<file path="src/rtl/core/cbt_pkg.sv">
// shared constants, types and codes for the can bit timing calculator
`timescale 1ns / 1ps
`default_nettype none

package cbt_pkg;

  // search limits
  localparam int PRESCALER_TRIES = 15;
  localparam int MIN_QUANTA      = 8;
  localparam int MAX_QUANTA      = 25;

  // port field widths
  localparam int OSC_W      = 6;
  localparam int RATE_W     = 10;
  localparam int PCT_W      = 7;
  localparam int SJW_W      = 2;
  localparam int PRE_W      = 4;
  localparam int NQ_W       = 5;
  localparam int SEG_W      = 4;
  localparam int BYTE_W     = 8;
  localparam int CODE6_W    = 6;
  localparam int CFG_IDX_W  = 2;
  localparam int CFG_DATA_W = 1;

  // cell row: one cell per candidate quanta count
  localparam int NUM_CELLS   = MAX_QUANTA - MIN_QUANTA + 1;
  localparam int FILL_CYCLES = NUM_CELLS + 1;
  localparam int CNT_W       = $clog2((FILL_CYCLES > PRESCALER_TRIES) ?
                                      FILL_CYCLES : PRESCALER_TRIES);

  // internal arithmetic widths
  localparam int TICKS_W = $clog2(((1 << OSC_W) - 1) * 1000 + 1);
  localparam int RATE2_W = RATE_W + 1;
  localparam int STEP_W  = $clog2(MAX_QUANTA * ((1 << RATE2_W) - 2) + 1);
  localparam int ACC_RAW = $clog2(MAX_QUANTA * PRESCALER_TRIES * ((1 << RATE2_W) - 2) + 1);
  localparam int ACC_W   = (ACC_RAW > TICKS_W) ? ACC_RAW : TICKS_W;
  localparam int N_W     = $clog2(MAX_QUANTA + 1);
  localparam int PCT_ROUND = 50;
  localparam int PROD_W  = $clog2(MAX_QUANTA * ((1 << PCT_W) - 1) + PCT_ROUND + 1);

  // divide by 100 as multiply by 1311 and shift by 17, exact below 4200
  localparam int RECIP_100 = 1311;
  localparam int RECIP_SH  = 17;
  localparam int S_W       = 6;
  localparam int MUL_W     = RECIP_SH + S_W;
  localparam int DIFF_W    = 8;

  localparam logic signed [DIFF_W-1:0] PHASE_MIN_S = DIFF_W'(2);
  localparam logic signed [DIFF_W-1:0] SEG_MAX_S   = DIFF_W'(8);
  localparam logic signed [DIFF_W-1:0] PROP_MIN_S  = DIFF_W'(1);
  localparam logic signed [DIFF_W-1:0] ONE_S       = DIFF_W'(1);

  typedef enum logic [CFG_IDX_W-1:0] {
    REG_BIT_LENGTH_MODE    = 0,
    REG_TRIPLE_SAMPLE      = 1,
    REG_START_OF_FRAME_PIN = 2,
    REG_WAKE_FILTER        = 3
  } cfg_reg_e;

  typedef struct packed {
    logic bit_length_mode;
    logic triple_sample;
    logic start_of_frame_pin;
    logic wake_filter;
  } cfg_t;

  // values every cell sees for the current transaction
  typedef struct packed {
    logic [RATE2_W-1:0] rate2;
    logic [PCT_W-1:0]   pct;
    logic [SJW_W-1:0]   sjw;
    logic [TICKS_W-1:0] ticks;
  } cmn_t;

  // handed from one cell to the next
  typedef struct packed {
    logic [STEP_W-1:0] step;
    logic [PROD_W-1:0] prod;
    logic [N_W-1:0]    n;
  } link_t;

  typedef struct packed {
    logic acc_load;
    logic acc_add;
  } cell_ctl_t;

  typedef struct packed {
    logic             hit;
    logic [N_W-1:0]   n;
    logic [SEG_W-1:0] b;
    logic [SEG_W-1:0] p;
  } cell_res_t;

  typedef struct packed {
    logic              found;
    logic [PRE_W-1:0]  prescaler;
    logic [NQ_W-1:0]   quanta_per_bit;
    logic [SEG_W-1:0]  prop_segment;
    logic [SEG_W-1:0]  phase_one;
    logic [SEG_W-1:0]  phase_two;
    logic [BYTE_W-1:0] timing_byte_one;
    logic [BYTE_W-1:0] timing_byte_two;
    logic [BYTE_W-1:0] timing_byte_three;
  } result_t;

  typedef enum logic [2:0] {
    ST_IDLE = 3'b001,
    ST_FILL = 3'b010,
    ST_SCAN = 3'b100
  } state_t;

endpackage

`default_nettype wire

</file>
<file path="src/rtl/core/cbt_cell.sv">
// one cell of the row: tests one quanta count against each prescaler code scanned
`timescale 1ns / 1ps
`default_nettype none

module cbt_cell (
  input  logic               clk,
  input  cbt_pkg::cmn_t      cmn,
  input  cbt_pkg::cell_ctl_t ctl,
  input  cbt_pkg::link_t     link_in,
  output cbt_pkg::link_t     link_out,
  output cbt_pkg::cell_res_t res
);
  import cbt_pkg::*;

  link_t                    link_r, link_nxt;
  logic [ACC_W-1:0]         acc_r, acc_nxt;
  logic                     ok_r, ok_nxt;
  logic [SEG_W-1:0]         b_r, p_r;
  logic [MUL_W-1:0]         prod_x;
  logic [S_W-1:0]           samp;
  logic signed [DIFF_W-1:0] b_s, p_s, sjw_min;

  always_comb begin
    // step = n * 2 * rate, prod = n * pct + 50, both built from the left neighbor
    link_nxt.step = link_in.step + STEP_W'(cmn.rate2);
    link_nxt.prod = link_in.prod + PROD_W'(cmn.pct);
    link_nxt.n    = link_in.n + N_W'(1);

    // rounded sample point, then phase 2 and propagation lengths
    prod_x  = MUL_W'(link_r.prod) * MUL_W'(RECIP_100);
    samp    = prod_x[RECIP_SH +: S_W];
    b_s     = $signed(DIFF_W'(link_r.n)) - $signed(DIFF_W'(samp));
    p_s     = $signed(DIFF_W'(link_r.n)) - ONE_S - (b_s <<< 1);
    sjw_min = $signed(DIFF_W'(cmn.sjw)) + ONE_S;
    ok_nxt  = (b_s >= PHASE_MIN_S) && (b_s <= SEG_MAX_S) &&
              (p_s >= PROP_MIN_S) && (p_s <= SEG_MAX_S) && (b_s >= sjw_min);

    // acc walks n * 2 * rate * (code + 1) over the prescaler codes
    if (ctl.acc_load) begin
      acc_nxt = ACC_W'(link_nxt.step);
    end else if (ctl.acc_add) begin
      acc_nxt = acc_r + ACC_W'(link_r.step);
    end else begin
      acc_nxt = acc_r;
    end
  end

  always_ff @(posedge clk) begin
    link_r <= link_nxt;
    acc_r  <= acc_nxt;
    ok_r   <= ok_nxt;
    b_r    <= SEG_W'(b_s);
    p_r    <= SEG_W'(p_s);
  end

  assign link_out = link_r;
  assign res.hit  = ok_r && (acc_r == ACC_W'(cmn.ticks));
  assign res.n    = link_r.n;
  assign res.b    = b_r;
  assign res.p    = p_r;

endmodule

`default_nettype wire

</file>
<file path="config.mk">
export PLATFORM = sky130hd
export DESIGN_NAME = cbt_cell
export DESIGN_NICKNAME = d
export VERILOG_FILES = /design/src/rtl/core/cbt_pkg.sv /design/src/rtl/core/cbt_cell.sv
export SDC_FILE = /design/constraint.sdc
export NUM_CORES = 1
export LEC_CHECK = 0
export ABC_AREA = 1
export BUFFER_PORTS_ARGS = -buffer_cell sky130_fd_sc_hd__buf_2
export CAP_MARGIN = 40
export CORE_UTILIZATION = 54
export CTS_BUF_LIST = sky130_fd_sc_hd__clkbuf_16
export DETAILED_ROUTE_END_ITERATION = 6
export PLACE_DENSITY = 0.77
export SYNTH_ARGS = -nofsm -noshare
export SYNTH_HDL_FRONTEND = slang
export SYNTH_SLANG_ARGS = --single-unit
export TNS_END_PERCENT = 30
</file>
<file path="constraint.sdc">
create_clock -name clk -period 6.8 [get_ports clk]
set_clock_uncertainty 0.2 [all_clocks]
set_input_delay 1.36 -clock clk [delete_from_list [all_inputs] [get_ports clk]]
set_output_delay 1.36 -clock clk [all_outputs]
set_load 0.02 [all_outputs]
</file>
==> impl_results.md <==
- Pin count of the biggest net entering global routing: 25
- I/O pin count: 119
- Post-synth cell types: 42
- Max Slew Vio Count: 0
- Critical path start-end classification: reg2reg
- H-tree Lvls: 3
- First DRT Iteration DRCs: 284
- GRT Total Usage: 24.9%
- Final hold viol count: 0
- Fin cells: 1299
- Die Span Y: 120 µm
- Initial Utilization: 56.2%
- Ys Warns: 0
- Vias/cell: 5.05
- Post-Route Setup TNS: 0 ps
- CP peak stage delay: 540 ps
- Post-Syn Instances: 997
- Async SR Flop Fraction: 0%
- Setup Viol. Count Final: 0
- Pin slew with the least headroom to its limit: 781 ps
- Wire per inst: 12.8 µm
- Placed cell areas: 8320 µm²
- Fillers: 1212
- Period minus WS final: 6300 ps
- Hold depth: 2
- DR pass1 iterations: 5
- RSZ-0062 raised after global routing: no
- Worst Path Max Fanout: 7
- Antenna-violating nets left: 0
- Final nets: 1372
- CP endpoint kind: flop
- Slowest library cell on the worst path: fa_1
- Reg clk slew, reported paths: 50 ps
- Sinks on the clock net: 62
- Worst Hold Class: reg2reg
- Final GP Congestion: 0.872
- Via count: 6559
- Seq/Total Area, Yosys: 18.5%
- Max_cap viols: 0
- Final Cell Area: 8600 µm²
- Placed cell count: 1283
- Clk buf depth: 2
- Arrival time worst endpoint: 6370 ps
- Core footprint: 13500 µm²
- Synth Register Bits: 62
- Drt total wl: 16700 µm
- Most used cell, CP: nand2_1
- Most common flop cell mapped by yosys: dfxtp_1
- Period utilization: 92.6%
- Req. time, crit path: 6870 ps
- CTS tree: yes
- Die area: 14500 µm²
- Total CTS buffers: 9
- Total congestion overflow: 0
- Number of synthesized flops with an enable pin: 16
- Slew HR: 47.8%
- DP Wirelength: 14100 µm
- Vias in the first global route: 6368
- Clock latency at the later pin of the worst-skew pair: 340 ps
- Min Hold Slack: 332 ps
- Mapped Nets: 1251
- Setup bufs post-CTS: 0
- DRC Markers: 0
- Site Rows: 42
- Area delta synth->final: 13.8%
- Ant. Diodes: 0
- First-pass GRT wire length: 28600 µm
- Layout cells sized above 1: 15.0%
- Cells on worst reg2reg path: 34
- IO buf count: 118
- Cell Area, Synth: 7560 µm²
- Initial antenna violation count: 0
- Clock root cell: clkbuf_16
- Status: completed
- Die W: 120 µm
- Max Freq: 0.159 GHz
- Syn_area_per_cell: 7.58 µm²
- Startpoint types: flop
-- final timing paths --
check / to / start / slack [ps]
hold / removal: acc_r[19] / acc_r[19] / 330
hold reg to reg: acc_r[19] / acc_r[19] / 330
setup reg to reg: ok_r / link_out[15] / 500
setup / recovery: ok_r / link_out[15] / 500
-- layer usage --
metal  track usage, %  up-vias  part of all wire [%]
met1             34.6     2950                    50
met5                0        -                     0
li1                 -     3434                     -
met4             6.87        0                   1.4
met2             40.0      155                    44
met3             4.15       20                   5.0
-- worst max-delay path: cells and delay by family, from the launching register on --
kind / cells / cell delay [ps]
compound gates: 7 / 1040
simple gates: 14 / 1090
fa+ha+maj: 8 / 3220
buf+inv: 5 / 260
flops: 1 / 420
-- area by class of cell --
type | instances | area, µm² | share of cell area [%]
clock buffers | 9 | 225 | 2.62
well taps | 176 | 220 | 2.56
multi-input cells | 725 | 5350 | 62.2
clock inverters | 7 | 41.3 | 0.480
inverters | 201 | 754 | 8.77
repair buffers | 119 | 598 | 6.96
flip-flops and latches | 62 | 1410 | 16.4
-- metrics by stage --
stage	utilization [%]	setup WS, ps
floorplan	-	648
global placement	61.8	529
detailed placement	61.8	391
CTS	63.8	351
global route	63.9	5.70
finish	63.9	504
-- flip-flops by register name (all words and copies together) (netlist names) --
register,flops
acc_r,20
b_r,4
link_out,33
ok_r,1
p_r,4
-- cells in the mapped netlist, types with 5 or more instances --
master,n,share of area [%]
a21oi_1,59,3.9
o21ai_0,18,1.2
xnor2_1,13,1.5
nand3_1,56,3.7
inv_1,200,9.9
buf_4,5,0.50
nand2_2,8,0.66
nor2_1,54,2.7
nand4_1,13,1.1
edfxtp_1,16,6.4
nand2_1,224,11
xor2_1,23,2.7
ha_1,135,22
fa_1,47,12
dfxtp_1,46,12
and2_1,6,0.50
nor2_2,6,0.50
nand3b_1,15,1.5
o21bai_1,6,0.60
-- cell usage in the layout (no fill, tap or decap), types with 8 or more instances in the layout --
master / synthesis / layout
nand3b_1: 15 / 15
o21ai_0: 18 / 18
xor2_1: 23 / 23
nand4_1: 13 / 13
xnor2_1: 13 / 13
buf_2: 2 / 118
a21oi_1: 59 / 59
dfxtp_1: 46 / 39
clkbuf_16: 0 / 9
edfxtp_1: 16 / 16
nor2_1: 54 / 54
inv_1: 200 / 198
nand2_2: 8 / 8
nand2_1: 224 / 224
ha_1: 135 / 135
fa_1: 47 / 47
nand3_1: 56 / 56
-- what timing repair did --
item	in CTS	in global routing
setup endpoints to repair	0	1
hold buffers	0	0
endpoints found under the hold margin	0	0
resized for setup	0	10
-- kinds of logic after synthesis --
family / after synthesis / share of synthesized area [%]
xor+xnor: 37 / 4.39
compound gates: 111 / 8.54
buf+inv: 210 / 10.7
fa+ha+maj: 182 / 34.8
flops: 62 / 18.5
simple gates: 395 / 23.0
Power is not shown: default switching activity piles up to over one toggle a cycle in this logic, so the estimate is an artifact.
