<file path="src/rtl/core/cbt_pkg.sv">
// shared constants, types and codes for the can bit timing calculator
`timescale 1ns / 1ps
`default_nettype none

package cbt_pkg;

  // search limits
  localparam int PRESCALER_TRIES = 15;
  localparam int MIN_QUANTA      = 8;
  localparam int MAX_QUANTA      = 25;

  // port field widths
  localparam int OSC_W      = 6;
  localparam int RATE_W     = 10;
  localparam int PCT_W      = 7;
  localparam int SJW_W      = 2;
  localparam int PRE_W      = 4;
  localparam int NQ_W       = 5;
  localparam int SEG_W      = 4;
  localparam int BYTE_W     = 8;
  localparam int CODE6_W    = 6;
  localparam int CFG_IDX_W  = 2;
  localparam int CFG_DATA_W = 1;

  // cell row: one cell per candidate quanta count
  localparam int NUM_CELLS   = MAX_QUANTA - MIN_QUANTA + 1;
  localparam int FILL_CYCLES = NUM_CELLS + 1;
  localparam int CNT_W       = $clog2((FILL_CYCLES > PRESCALER_TRIES) ?
                                      FILL_CYCLES : PRESCALER_TRIES);

  // internal arithmetic widths
  localparam int TICKS_W = $clog2(((1 << OSC_W) - 1) * 1000 + 1);
  localparam int RATE2_W = RATE_W + 1;
  localparam int STEP_W  = $clog2(MAX_QUANTA * ((1 << RATE2_W) - 2) + 1);
  localparam int ACC_RAW = $clog2(MAX_QUANTA * PRESCALER_TRIES * ((1 << RATE2_W) - 2) + 1);
  localparam int ACC_W   = (ACC_RAW > TICKS_W) ? ACC_RAW : TICKS_W;
  localparam int N_W     = $clog2(MAX_QUANTA + 1);
  localparam int PCT_ROUND = 50;
  localparam int PROD_W  = $clog2(MAX_QUANTA * ((1 << PCT_W) - 1) + PCT_ROUND + 1);

  // divide by 100 as multiply by 1311 and shift by 17, exact below 4200
  localparam int RECIP_100 = 1311;
  localparam int RECIP_SH  = 17;
  localparam int S_W       = 6;
  localparam int MUL_W     = RECIP_SH + S_W;
  localparam int DIFF_W    = 8;

  localparam logic signed [DIFF_W-1:0] PHASE_MIN_S = DIFF_W'(2);
  localparam logic signed [DIFF_W-1:0] SEG_MAX_S   = DIFF_W'(8);
  localparam logic signed [DIFF_W-1:0] PROP_MIN_S  = DIFF_W'(1);
  localparam logic signed [DIFF_W-1:0] ONE_S       = DIFF_W'(1);

  typedef enum logic [CFG_IDX_W-1:0] {
    REG_BIT_LENGTH_MODE    = 0,
    REG_TRIPLE_SAMPLE      = 1,
    REG_START_OF_FRAME_PIN = 2,
    REG_WAKE_FILTER        = 3
  } cfg_reg_e;

  typedef struct packed {
    logic bit_length_mode;
    logic triple_sample;
    logic start_of_frame_pin;
    logic wake_filter;
  } cfg_t;

  // values every cell sees for the current transaction
  typedef struct packed {
    logic [RATE2_W-1:0] rate2;
    logic [PCT_W-1:0]   pct;
    logic [SJW_W-1:0]   sjw;
    logic [TICKS_W-1:0] ticks;
  } cmn_t;

  // handed from one cell to the next
  typedef struct packed {
    logic [STEP_W-1:0] step;
    logic [PROD_W-1:0] prod;
    logic [N_W-1:0]    n;
  } link_t;

  typedef struct packed {
    logic acc_load;
    logic acc_add;
  } cell_ctl_t;

  typedef struct packed {
    logic             hit;
    logic [N_W-1:0]   n;
    logic [SEG_W-1:0] b;
    logic [SEG_W-1:0] p;
  } cell_res_t;

  typedef struct packed {
    logic              found;
    logic [PRE_W-1:0]  prescaler;
    logic [NQ_W-1:0]   quanta_per_bit;
    logic [SEG_W-1:0]  prop_segment;
    logic [SEG_W-1:0]  phase_one;
    logic [SEG_W-1:0]  phase_two;
    logic [BYTE_W-1:0] timing_byte_one;
    logic [BYTE_W-1:0] timing_byte_two;
    logic [BYTE_W-1:0] timing_byte_three;
  } result_t;

  typedef enum logic [2:0] {
    ST_IDLE = 3'b001,
    ST_FILL = 3'b010,
    ST_SCAN = 3'b100
  } state_t;

endpackage

`default_nettype wire

</file>
<file path="src/rtl/core/cbt_ctrl.sv">
// sequencer: fills the cell row, scans prescaler codes, holds the result
`timescale 1ns / 1ps
`default_nettype none

module cbt_ctrl (
  input  logic                clk,
  input  logic                rst_n,
  input  logic                in_valid,
  output logic                in_ready,
  input  logic                rate_zero,
  input  logic [cbt_pkg::SJW_W-1:0] sjw,
  input  cbt_pkg::cfg_t       cfg,
  input  cbt_pkg::cell_res_t  cell_res [cbt_pkg::NUM_CELLS],
  output cbt_pkg::cell_ctl_t  ctl,
  input  logic                out_ready,
  output logic                out_valid,
  output cbt_pkg::result_t    result
);
  import cbt_pkg::*;

  state_t           state_r, state_nxt;
  logic [CNT_W-1:0] cnt_r, cnt_nxt;
  logic             out_valid_r, out_valid_nxt;
  result_t          res_r, res_nxt, res_build;
  logic             any_hit, found_now, last_code, fill_end, finish, out_free;
  logic [N_W-1:0]   sel_n;
  logic [SEG_W-1:0] sel_b, sel_p;

  // at most one cell can hit for a given code, so an or-merge selects it
  always_comb begin
    any_hit = 1'b0;
    sel_n   = '0;
    sel_b   = '0;
    sel_p   = '0;
    for (int k = 0; k < NUM_CELLS; k++) begin
      any_hit = any_hit | cell_res[k].hit;
      sel_n   = sel_n | (cell_res[k].n & {N_W{cell_res[k].hit}});
      sel_b   = sel_b | (cell_res[k].b & {SEG_W{cell_res[k].hit}});
      sel_p   = sel_p | (cell_res[k].p & {SEG_W{cell_res[k].hit}});
    end
  end

  always_comb begin
    found_now = any_hit && !rate_zero;
    last_code = (cnt_r == CNT_W'(PRESCALER_TRIES - 1));
    fill_end  = (cnt_r == CNT_W'(FILL_CYCLES - 1));
    finish    = found_now || last_code || rate_zero;
    out_free  = !out_valid_r || out_ready;

    res_build = '0;
    if (found_now) begin
      res_build.found             = 1'b1;
      res_build.prescaler         = PRE_W'(cnt_r);
      res_build.quanta_per_bit    = NQ_W'(sel_n);
      res_build.prop_segment      = sel_p;
      res_build.phase_one         = sel_b;
      res_build.phase_two         = sel_b;
      res_build.timing_byte_one   = {sjw, CODE6_W'(cnt_r)};
      res_build.timing_byte_two   = {cfg.bit_length_mode, cfg.triple_sample,
                                     3'(sel_b - SEG_W'(1)), 3'(sel_p - SEG_W'(1))};
      res_build.timing_byte_three = {cfg.start_of_frame_pin, cfg.wake_filter,
                                     6'(sel_b - SEG_W'(1))};
    end

    state_nxt     = state_r;
    cnt_nxt       = cnt_r;
    out_valid_nxt = out_valid_r && !out_ready;
    res_nxt       = res_r;
    ctl           = '0;
    in_ready      = 1'b0;

    case (state_r)
      ST_IDLE: begin
        in_ready = 1'b1;
        if (in_valid) begin
          state_nxt = ST_FILL;
          cnt_nxt   = '0;
        end
      end
      ST_FILL: begin
        ctl.acc_load = 1'b1;
        if (fill_end) begin
          state_nxt = ST_SCAN;
          cnt_nxt   = '0;
        end else begin
          cnt_nxt = cnt_r + CNT_W'(1);
        end
      end
      ST_SCAN: begin
        if (finish) begin
          // wait here while the previous result is still unclaimed
          if (out_free) begin
            res_nxt       = res_build;
            out_valid_nxt = 1'b1;
            state_nxt     = ST_IDLE;
          end
        end else begin
          ctl.acc_add = 1'b1;
          cnt_nxt     = cnt_r + CNT_W'(1);
        end
      end
      default: begin
        state_nxt = ST_IDLE;
      end
    endcase
  end

  always_ff @(posedge clk) begin
    if (!rst_n) begin
      state_r     <= ST_IDLE;
      cnt_r       <= '0;
      out_valid_r <= 1'b0;
    end else begin
      state_r     <= state_nxt;
      cnt_r       <= cnt_nxt;
      out_valid_r <= out_valid_nxt;
    end
  end

  always_ff @(posedge clk) begin
    res_r <= res_nxt;
  end

  assign out_valid = out_valid_r;
  assign result    = res_r;

endmodule

`default_nettype wire

</file>
<file path="config.mk">
export PLATFORM = sky130hd
export DESIGN_NAME = cbt_ctrl
export DESIGN_NICKNAME = d
export VERILOG_FILES = /design/src/rtl/core/cbt_pkg.sv /design/src/rtl/core/cbt_ctrl.sv
export SDC_FILE = /design/constraint.sdc
export NUM_CORES = 1
export LEC_CHECK = 0
export ABC_AREA = 1
export BUFFER_PORTS_ARGS = -buffer_cell sky130_fd_sc_hd__buf_2
export CAP_MARGIN = 15
export CORE_AREA = 2 2 120 122
export CTS_BUF_LIST = sky130_fd_sc_hd__clkbuf_4
export DETAILED_ROUTE_END_ITERATION = 16
export DIE_AREA = 0 0 122 124
export GPL_TIMING_DRIVEN = 0
export HOLD_SLACK_MARGIN = 0.08
export SLEW_MARGIN = 20
export SYNTH_ARGS = -nofsm -noshare
export SYNTH_HDL_FRONTEND = slang
export SYNTH_SLANG_ARGS = --single-unit
</file>
<file path="constraint.sdc">
create_clock -name clk -period 4.2 [get_ports clk]
set_input_delay 0.42 -clock clk [delete_from_list [all_inputs] [get_ports clk]]
set_output_delay 0.42 -clock clk [all_outputs]
set_load 0.01 [all_outputs]
</file>
==> impl_metrics.toml, run 1 <==
[clock_network]
cts_tree = "yes"
cts_root_buf = "clkbuf_4"
cts_resized = 0
postCtsSetupBuffers = 0
cts.path.max_buffers = 2
hold_buffers = 0
clk_pin_slew_ns = 0.15
worstSkewPairLatency_ns = 0.36
cts_htree_levels = 2
clock_sinks = 42
cts_inserted_buffers = 5

[power]
peakVddDrop_mv = 0.117
power.share.switching_pct = 39.6
power.total_mw = 1.42
p_leak_nw = 3.01
p_int_mw = 0.856
power.net_switching_mw = 0.561
cellPowerDensity_nw_per_um2 = 260
share_comb_of_total_power_pct = 45.8
pwr-share-clk_pct = 15.7
seqPwrFrac_pct = 38.5

[detailed_routing]
drtIter0Drc = 359
ant_nets = 0
routedWlPerCell_um = 16.4
firstDrtPassIters = 5
via_count = 4962
avgViaCountPerCell = 4.67
wl_um = 17400
route.detailed.drc = 0

[cells_and_area]
final_core_util_pct = 39.8
final_common_cell = "buf_2"
stdcell_area_um2 = 5460
final_cell_mix = "329 x buf_2, 242 x nand2_1, 80 x nor2_1"
fillers = 1570
instances_no_fill = 1063
area_growth_pct = 52.6
fin_nets = 1148
drive_above_1_share_pct = 41.6

[synthesis]
synth_cell_types = 31
yosysWarnings = 0
avgSynthCellArea_um2 = 6.37
ys_ff_latch = 42
synth_nets = 829
seq_area_frac_synth_pct = 32.7
netlist_area_um2 = 3580
syn_inst = 562

[place]
dp.cells = 1054
place_congestion = 0.914
hpwl_um = 14300
placed_area_um2 = 5400
io_buffer_count = 311
dp_worst_setup_slack_ns = 1.99

[worst_setup_path]
crit_path_cell_trace = "inv_1 > ha_1 > nand3_1 > nor2_1 > nor2_1 > nand4_1 > inv_1 > buf_2"
required_ns = 3.78
worstPathArrival_ns = 1.80
slowest_delay_ns = 0.41
end_kind = "primary output"
reg2reg_slack_ns = 2.05
crit_fanout = 4
startpoint_type = "register"
critPathKind = "reg2out"
slowest_stage = "dfxtp_1"

[die]
dieArea_um2 = 15100
die_width_um = 122
rows = 43
boundaryPins = 313
fp.dieH_um = 124
start_util_pct = 26.1
core_area_um2 = 13700

[global_route]
use_met3_pct = 3.98
grt_max_degree = 23
grt_use_total_pct = 22.5
grt_pass1_wl_um = 25600
grt_pass1_vias = 4892
gr-total-overflow = 0
top_usage_layer = "met2"
grt_use_met2_pct = 38.9
antenna_found_initial = 1
met1_usage_pct = 28.9

[timing]
rsz0062_at_grt = "false"
slew_violations = 0
period_share_pct = 52.9
min_period_ns = 2.22
hold_viol = 0
skew_ns = 0.0163
fin_setup_tns_ns = 0
finalSetupViolCount = 0
finalHoldWorstSlack_ns = 0.335
fin_ws_ns = 1.98
max_freq_mhz = 450

[outcome]
outcome = "finished, final reports clean"

[run]
maxCapViolCount = 0

[worst_hold_path]
hp-class = "in2reg"
-- cell usage after synthesis, drive strengths merged --
library cell  number  share of area [%]
nand2            243                 26
nor2              84                9.0
inv               42                4.5
buf               35                6.2
edfxtp            33                 28
nand3             33                4.8
nand4             23                4.0
a221oi            21                5.1
a21oi             10                1.4
dfxtp              9                5.0
a22o               7                1.7
o21ai              6                1.0
ha                 4                1.4
nor3               3               0.73
or2                2               0.35
xor2               2               0.49
and3b              1               0.24
conb               1               0.10
nand3b             1               0.21
nor3b              1               0.21
o31ai              1               0.21
-- path summary, 6_finish.rpt --
| check | startpoint | endpoint | cells past startpoint |
|---|---|---|---|
| hold / removal | rst_n | cnt_r[1] | 3 |
| setup reg to reg | cnt_r[0] | result[40] | 10 |
| hold reg to reg | state_r[1] | state_r[1] | 2 |
| setup / recovery | cnt_r[0] | ctl[0] | 8 |
-- worst max-delay path, delay by kind of cell, from the launching register on --
family	cells	cell delay [ns]
AND/OR/NAND/NOR	4	0.48
buffers and inverters	3	0.33
flip-flops	1	0.41
adder cells (fa/ha/maj)	1	0.22
-- power by group through the flow --
stage	registers (mW)	clock network (mW)	logic, mW
after floorplan	0.562	0	0.364
after global placement	0.557	0	0.636
after detailed placement	0.555	0	0.645
after CTS	0.545	0.234	0.647
after global routing	0.551	0.249	0.728
final	0.545	0.222	0.649
-- final cells by class --
| class | instances | area, um2 | share of cell area (%) |
|---|---|---|---|
| Tap cell | 180 | 225 | 4.13 |
| Clock buffer | 5 | 37.5 | 0.688 |
| Antenna cell | 1 | 2.50 | 0.0458 |
| Clock inverter | 3 | 23.8 | 0.435 |
| Sequential cell | 42 | 1170 | 21.5 |
| Buffer | 35 | 221 | 4.06 |
| Timing Repair Buffer | 312 | 1580 | 29.0 |
| Multi-Input combinational cell | 443 | 2030 | 37.2 |
| Inverter | 42 | 160 | 2.93 |
-- cell families after synthesis --
kind of cell	share of synthesized area (%)
compound gates	9.51
xor+xnor	0.490
fa+ha+maj	1.40
buf+inv	10.7
flops	32.7
other cells	0.105
simple gates	45.1
-- flip-flops by register name, indices dropped and copies added, names as in the netlist --
name       flops
cnt_r          5
result        33
state_r        3
out_valid      1
-- per-layer routing --
layer  up-vias  share of wire (%)
met3        29                9.1
met4         0                2.3
met2       295                 46
li1       2467                  -
met5         -                  0
met1      2171                 42
(Power assumes the default switching activity.)
==> inputs of run 2 (changes only) <==
==> constraint.sdc (replaced) <==
create_clock -name clk -period 2.2 [get_ports clk]
set_input_delay 0.22 -clock clk [delete_from_list [all_inputs] [get_ports clk]]
set_output_delay 0.22 -clock clk [all_outputs]
set_load 0.01 [all_outputs]
==> run 2 against run 1 <==
  * Hold slack worse by 0.20 ns
  * Sequential share of layout area is 0.11 points lower
  * First-iteration DRC count is 16% higher
  * Via count is 0.64% higher
  * Combinational power is 93% higher
  * Routed wire length is 3.4% higher
  * Die area stayed put
  * Largest cell class unchanged
==> impl_metrics.toml, run 2 (same netlist as run 1, synthesis figures left out) <==
[outcome]
outcome = "finished, final reports clean"

[worst_setup_path]
startpoint_type = "register"
worstPathArrival_ns = 1.80
crit_fanout = 4
required_ns = 1.98
reg2regPathDepth = 10
reg2reg_from = "cnt_r[0]"
end_kind = "primary output"
crit_start = "cnt_r[0]"
r2r_end = "result[8]"
reg2reg_slack_ns = 0.28
critPathKind = "reg2out"

[worst_hold_path]
hp-class = "in2reg"
min_from = "out_ready"
hold_path_depth = 3
hold_end = "out_valid"

[cells_and_area]
largest_reg_flops = 33
fillers = 1552
fin_nets = 1151
drive_above_1_share_pct = 41.8
seqCellArea_um2 = 1170
final_core_util_pct = 40.0
final_common_cell = "buf_2"
final_cell_mix = "329 x buf_2, 242 x nand2_1, 80 x nor2_1"
multi_input_area_um2 = 2040
area_growth_pct = 53.4

[clock_network]
clk_pin_slew_ns = 0.15
cts_inserted_buffers = 5
cts_htree_levels = 2
cts_root_buf = "clkbuf_4"
worstSkewPairLatency_ns = 0.36
cts.path.max_buffers = 2
cts_tree = "yes"
clock_sinks = 42
hold_buffers = 0

[timing]
slew_violations = 0
max_freq_mhz = 496
hold_viol = 0
period_share_pct = 91.7
min_period_ns = 2.02
rsz0062_at_grt = "false"
skew_ns = 0.0285
finalSetupViolCount = 0
fin_ws_ns = 0.184

[place]
hpwl_um = 14700
io_buffer_count = 311
place_congestion = 0.956
dp_worst_setup_slack_ns = -0.150

[die]
dieArea_um2 = 15100
fp.dieH_um = 124
start_util_pct = 26.1
die_width_um = 122
rows = 43
core_area_um2 = 13700
boundaryPins = 313

[global_route]
grt_max_degree = 18
gr-total-overflow = 0
grt_pass1_wl_um = 26200
grt_pass1_vias = 4808
grt_use_total_pct = 23.1
antenna_found_initial = 2

[power]
cellPowerDensity_nw_per_um2 = 493
p_leak_nw = 3.03
peakVddDrop_mv = 0.269

[detailed_routing]
wl_um = 18000
via_count = 4994
route.detailed.drc = 0
firstDrtPassIters = 7
avgViaCountPerCell = 4.68
drtIter0Drc = 415
ant_nets = 0
routedWlPerCell_um = 16.9

[run]
maxCapViolCount = 0
==> run 2: cell types whose count changed in the layout (fill, tap and decap cells not counted), sizes merged <==
cell,change
buf,+2
clkinv,+2
clkinvlp,-2
clkbuf,+1
inv,-1
nor2,+1
==> run 2: layer usage <==
metal	vias to the layer above	part of all wire [%]	track usage, %
li1	2477	-	-
met1	2213	42	30.5
met2	272	46	38.7
met3	30	9.2	4.30
met4	2	2.5	6.54
met5	-	0.072	0
==> run 2: metrics by stage <==
stage               cell area (um2)  instances  total power, mW  hold WS, ns  TNS (ns)
global route                   5490       1066             2.92        0.128         0
global placement               5370       1053             2.27        0.473     -4.03
CTS                            5440       1062             2.71        0.120         0
finish                         5490       1066             2.71        0.137         0
floorplan                      3590        562             1.77        0.340         0
detailed placement             5370       1053             2.28        0.482     -4.86
==> run 2: final cells by class <==
class | instances | area share, %
antenna | 1 | 0.0456
multi-input combinational | 444 | 37.3
clock inverter | 2 | 0.251
tap | 180 | 4.10
inverter | 42 | 2.92
timing repair buffer | 314 | 29.2
sequential | 42 | 21.3
buffer | 35 | 4.04
clock buffer | 6 | 0.821
==> run 2: worst max-delay path by stage <==
stage                     cells past startpoint         end  slack (ns)
final                                         8      ctl[0]        0.18
after detailed placement                      9  result[37]       -0.15
after CTS                                     9  result[38]        0.08
after global routing                          8      ctl[0]        0.04
after global placement                        9  result[37]       -0.13
after floorplan                               9  result[10]        0.26
==> run 2: power by group <==
| group | internal (mW) | switching (mW) | total [mW] | leakage, nW |
|---|---|---|---|---|
| Combinational | 0.544 | 0.710 | 1.25 | 2.63 |
| Clock | 0.139 | 0.274 | 0.413 | 0.0356 |
| Sequential | 0.968 | 0.0735 | 1.04 | 0.370 |
| Total | 1.65 | 1.06 | 2.71 | 3.03 |
==> run 2: critical path, cell delays in order, from the launching register on <==
cell and delay, ns:
dfxtp_1 0.41, inv_1 0.12, ha_1 0.23, nand3_1 0.08
nor2_1 0.05, nor2_1 0.17, nand4_1 0.17, inv_1 0.08
buf_2 0.12
==> run 2: what timing repair did <==
| item | in CTS | in global routing |
|---|---|---|
| setup buffers | 0 | 3 |
| resized for setup | 1 | 0 |
| gates cloned | 1 | 0 |
| endpoints found under the setup margin | 33 | 34 |
| pin swaps | 1 | 3 |
